**src/hw/rtl/gaps_pkg.sv**
```systemverilog
package gaps_pkg;

    localparam int MAX_COLS    = 64;
    localparam int MAX_ROWS    = 64;
    localparam int TILE_PIXELS = 32;

    localparam int COL_W  = $clog2(MAX_COLS);
    localparam int ROW_W  = $clog2(MAX_ROWS);
    localparam int CELL_W = COL_W + ROW_W;
    localparam int CELLS  = MAX_COLS * MAX_ROWS;
    localparam int CNT_W  = CELL_W + 1;
    localparam int DIM_W  = 7;
    localparam int G_W    = 20;
    localparam int F_W    = G_W + 1;
    localparam int PIX_W  = 11;

    localparam int STEP_STRAIGHT = 100;
    localparam int STEP_DIAG     = 114;

    localparam logic [1:0] FLAG_OPEN   = 2'b01;
    localparam logic [1:0] FLAG_CLOSED = 2'b10;

    localparam logic REG_GRID_W = 1'b0;
    localparam logic REG_GRID_H = 1'b1;

    typedef enum logic [1:0] {
        ACT_WRITE  = 2'd0,
        ACT_SEARCH = 2'd1,
        ACT_READ   = 2'd2,
        ACT_NOP    = 2'd3
    } t_action;

    typedef struct packed {
        t_action     action;
        logic [5:0]  tile_x;
        logic [5:0]  tile_y;
        logic [5:0]  goal_x;
        logic [5:0]  goal_y;
        logic        solid_bit;
        logic [11:0] path_index;
    } t_in_item;

    typedef struct packed {
        logic [12:0] path_length;
        logic [10:0] pixel_x;
        logic [10:0] pixel_y;
        logic        entry_valid;
    } t_out_item;

    // heap entry ordered by f, then by cell index
    typedef struct packed {
        logic [F_W-1:0]    f;
        logic [CELL_W-1:0] loc;
    } t_heap_ent;

endpackage

```
**src/hw/rtl/gaps_octile.sv**
```systemverilog
module gaps_octile import gaps_pkg::*; (
    input  logic             i_clk,
    input  logic [COL_W-1:0] i_x,
    input  logic [ROW_W-1:0] i_y,
    input  logic [COL_W-1:0] i_gx,
    input  logic [ROW_W-1:0] i_gy,
    output logic [G_W-1:0]   o_dist
);

    logic [COL_W-1:0] dx;
    logic [ROW_W-1:0] dy;
    logic [G_W-1:0]   lo;
    logic [G_W-1:0]   hi;
    logic [G_W-1:0]   r_dist;

    assign dx = (i_x > i_gx) ? i_x - i_gx : i_gx - i_x;
    assign dy = (i_y > i_gy) ? i_y - i_gy : i_gy - i_y;
    assign lo = (G_W'(dx) < G_W'(dy)) ? G_W'(dx) : G_W'(dy);
    assign hi = (G_W'(dx) < G_W'(dy)) ? G_W'(dy) : G_W'(dx);

    always_ff @(posedge i_clk) begin
        r_dist <= G_W'(STEP_DIAG) * lo + G_W'(STEP_STRAIGHT) * (hi - lo);
    end

    assign o_dist = r_dist;

endmodule

```
**config.mk**
```make
export PLATFORM = sky130hd
export DESIGN_NAME = gaps_octile
export DESIGN_NICKNAME = d
export VERILOG_FILES = /design/src/hw/rtl/gaps_pkg.sv /design/src/hw/rtl/gaps_octile.sv
export SDC_FILE = /design/constraint.sdc
export NUM_CORES = 1
export LEC_CHECK = 0
export ABC_AREA = 1
export BUFFER_PORTS_ARGS = -buffer_cell sky130_fd_sc_hd__buf_2
export CAP_MARGIN = 20
export CORE_MARGIN = 8
export CORE_UTILIZATION = 55
export DETAILED_ROUTE_END_ITERATION = 10
export GPL_ROUTABILITY_DRIVEN = 0
export HOLD_SLACK_MARGIN = 0.12
export PLACE_DENSITY = 0.79
export SYNTH_ARGS = -nofsm -noshare
export SYNTH_HDL_FRONTEND = slang
export SYNTH_SLANG_ARGS = --single-unit
```
**constraint.sdc**
```tcl
create_clock -name i_clk -period 8.3 [get_ports i_clk]
set_input_delay 1.245 -clock i_clk [delete_from_list [all_inputs] [get_ports i_clk]]
set_output_delay 1.245 -clock i_clk [all_outputs]
set_load 0.01 [all_outputs]
```
==> impl_metrics.py <==
metrics = {
    "yosys": {
        "netlist.area_leader.share_pct": 26.21,
        "synth_edf_count": 0,
        "syn-mean-instance-area_sq_um": 7.123,
        "synth.yosys.warnings": 0,
        "synthMostInstantiatedCell": "sky130_fd_sc_hd__nand2_1",
        "syn-cell-area_sq_um": 4010,
        "ys_seq_area_share_pct": 9.485,
        "most_numerous_cell_types_in_the_synthesized_netlist": "sky130_fd_sc_hd__nand2_1, sky130_fd_sc_hd__inv_1, sky130_fd_sc_hd__ha_1",
        "synth_async_sr_flop_share_pct": 0,
        "ys_seq_elements": 19,
        "synthFlopType": "sky130_fd_sc_hd__dfxtp_1",
        "synth_largest_area_cell": "sky130_fd_sc_hd__ha_1",
        "postSynthCellCount": 563,
        "synth_cell_types": 36,
        "synth_fp_nets": 690,
        "synth_top_cells_by_area": "sky130_fd_sc_hd__ha_1, sky130_fd_sc_hd__nand2_1, sky130_fd_sc_hd__inv_1",
    },
    "finish": {
        "largest_register_ffs": 19,
        "fillers": 637,
        "flow.area_growth_from_synthesis_pct": 10.92,
        "regArea_sq_um": 380.4,
        "antenna_cells": 0,
        "multi_input_area_sq_um": 3202,
        "postLayoutCoreUtil_pct": 61.99,
        "drive_gt1_share_pct": 17.90,
        "num-nets-final": 737,
    },
    "global_routing": {
        "overall_track_demand_over_capacity_in_global_routing_pct": 16.54,
        "first_pass_grt_wire_length_microns": 14170,
        "grt_start_max_net_pins": 12,
        "vias_in_the_first_global_route": 3523,
        "overflow": 0,
        "initial_antenna_violation_count": 0,
    },
    "clock_tree": {
        "number_of_buffers_inserted_during_clock_tree_synthesis": 3,
        "htree_levels": 1,
        "tritoncts": "yes",
        "cts.path.max_buffers": 2,
        "cts-root-buf": "sky130_fd_sc_hd__clkbuf_8",
        "cts.clk_slew.worst_paths_ns": 0.07,
        "clock-sinks": 19,
    },
    "sta": {
        "setup_viol": 0,
        "timing.final.crit_share_pct": 93.35,
        "final.setup.tns_ns": 0,
        "timing.final.ws_setup_ns": 0.5517,
        "clock.fmax_mhz": 129.1,
        "hold_slack_ns": 1.717,
        "finalMaxSlewViolations": 0,
        "timing.final.hold_violations": 0,
        "timing.final.crit_period_ns": 7.748,
    },
    "floorplan": {
        "die_width_microns": 101.4,
        "fp.dieArea_sq_um": 10280,
        "floorplan.io_pins": 45,
        "floorplan.die.height_microns": 101.4,
        "num_rows": 31,
        "core_sq_um": 7176,
        "starting_density_pct": 55.88,
    },
    "setup_path": {
        "critPathLaunch": "i_x[0]",
        "worst_ep_arrival_time_ns": 7.89,
        "critical_path.most_common_cell": "sky130_fd_sc_hd__nand2_1",
        "cpLargestDelayFamily": "adder cells",
        "critPathKind": "input port to register",
        "crit_path_max_incr_delay_ns": 0.50,
        "critical-path-slowest-cell": "sky130_fd_sc_hd__fa_1",
        "cp.buffers_inverters": 9,
        "crit_path_max_fanout": 8,
        "crit_cells": 44,
        "setup.worst_path.start_class": "input port",
        "crit_end": "o_dist[15]",
        "required_ns": 8.44,
        "setup.worst_path.end_class": "register",
    },
    "drt": {
        "routed-wl-met2_microns": 3971,
        "met1_length_microns": 3598,
        "wl_per_cell_microns": 11.57,
        "detail_route.wirelength_microns": 8190,
        "drc": 0,
        "detailedRoute.firstPassIterationCount": 4,
        "drt_iter0_drc": 108,
        "vias_per_cell": 5.006,
        "num_vias": 3544,
        "number_of_routed_nets_with_antenna_violations": 0,
        "wl_met3_microns": 300,
        "top_signal_layer_used": "met4",
    },
    "min_path": {
        "worstHoldStart": "i_gx[0]",
        "worstHoldPathType": "input port to register",
    },
    "flow_run": {
        "maxCapViolCount": 0,
    },
    "placed_design": {
        "pre_cts_slack_ns": -0.03474,
        "place.port_buffers": 43,
        "place.detailed.hpwl_microns": 7306,
    },
    "outcome": {
        "outcome": "finished clean",
    },
}
==> cells in the final DEF (no fill, tap or decap), types with 3 or more instances in the layout <==
master,count
sky130_fd_sc_hd__inv_2,8
sky130_fd_sc_hd__fa_1,18
sky130_fd_sc_hd__nor2_1,19
sky130_fd_sc_hd__clkinv_1,4
sky130_fd_sc_hd__inv_1,110
sky130_fd_sc_hd__a21oi_1,24
sky130_fd_sc_hd__nor2_4,3
sky130_fd_sc_hd__nand3_2,10
sky130_fd_sc_hd__ha_2,4
sky130_fd_sc_hd__buf_4,3
sky130_fd_sc_hd__o21ai_1,6
sky130_fd_sc_hd__nand2_2,15
sky130_fd_sc_hd__ha_1,80
sky130_fd_sc_hd__xnor2_1,6
sky130_fd_sc_hd__xor2_1,22
sky130_fd_sc_hd__clkbuf_8,3
sky130_fd_sc_hd__o21ai_0,6
sky130_fd_sc_hd__buf_2,43
sky130_fd_sc_hd__nand3_1,39
sky130_fd_sc_hd__nand2_4,7
sky130_fd_sc_hd__and2_1,3
sky130_fd_sc_hd__nand2_1,126
sky130_fd_sc_hd__dfxtp_1,19
sky130_fd_sc_hd__nand4_1,7
==> how the worst min path moves through the flow <==
stage,cells after the start,endpoint,slack [ns]
after floorplan,0,o_dist[10],1.55
after global placement,1,o_dist[16],1.64
after detailed placement,1,o_dist[8],1.64
after CTS,4,o_dist[1],1.72
after global routing,4,o_dist[1],1.77
final,4,o_dist[1],1.72
==> stage by stage <==
stage	cells	area [sq um]
4_1_cts	707	4380
3_3_place_gp	703	4334
2_1_floorplan	563	4010
3_5_place_dp	703	4334
6_report	708	4448
5_1_grt	708	4448
==> kinds of logic (layout without fill, tap and decap cells) <==
kind of cell | Yosys count | in the layout | share of synthesized area [%]
AND/OR/NAND/NOR | 235 | 235 | 29.49
buffers and inverters | 126 | 172 | 12.17
adder cells (fa/ha/maj) | 102 | 102 | 35.20
AO/OA/AOI/OAI | 50 | 50 | 7.020
XOR/XNOR | 30 | 30 | 6.552
flip-flops | 19 | 19 | 9.485
other | 1 | 1 | 0.09351
==> timing repair <==
action	CTS	global route
setup buffers	0	1
endpoints found under the setup margin	0	8
hold buffers	0	0
gates resized for setup	0	17
==> per-layer routing <==
| metal | vias to the layer above | GRT usage (%) |
|---|---|---|
| li1 | 1860 | - |
| met1 | 1577 | 19.07 |
| met2 | 82 | 29.61 |
| met3 | 25 | 1.443 |
| met4 | 0 | 8.706 |
| met5 | - | 0 |
==> cell type report <==
cell class	count	share of cell area (%)
clock buffer	3	0.9283
clock inverter	1	0.1125
inverter	122	10.30
multi-input combinational	418	71.98
sequential	19	8.551
tap	99	2.785
timing repair buffer	46	5.345
Power is not shown: default switching activity piles up to over one toggle a cycle in this logic, so the estimate is an artifact.
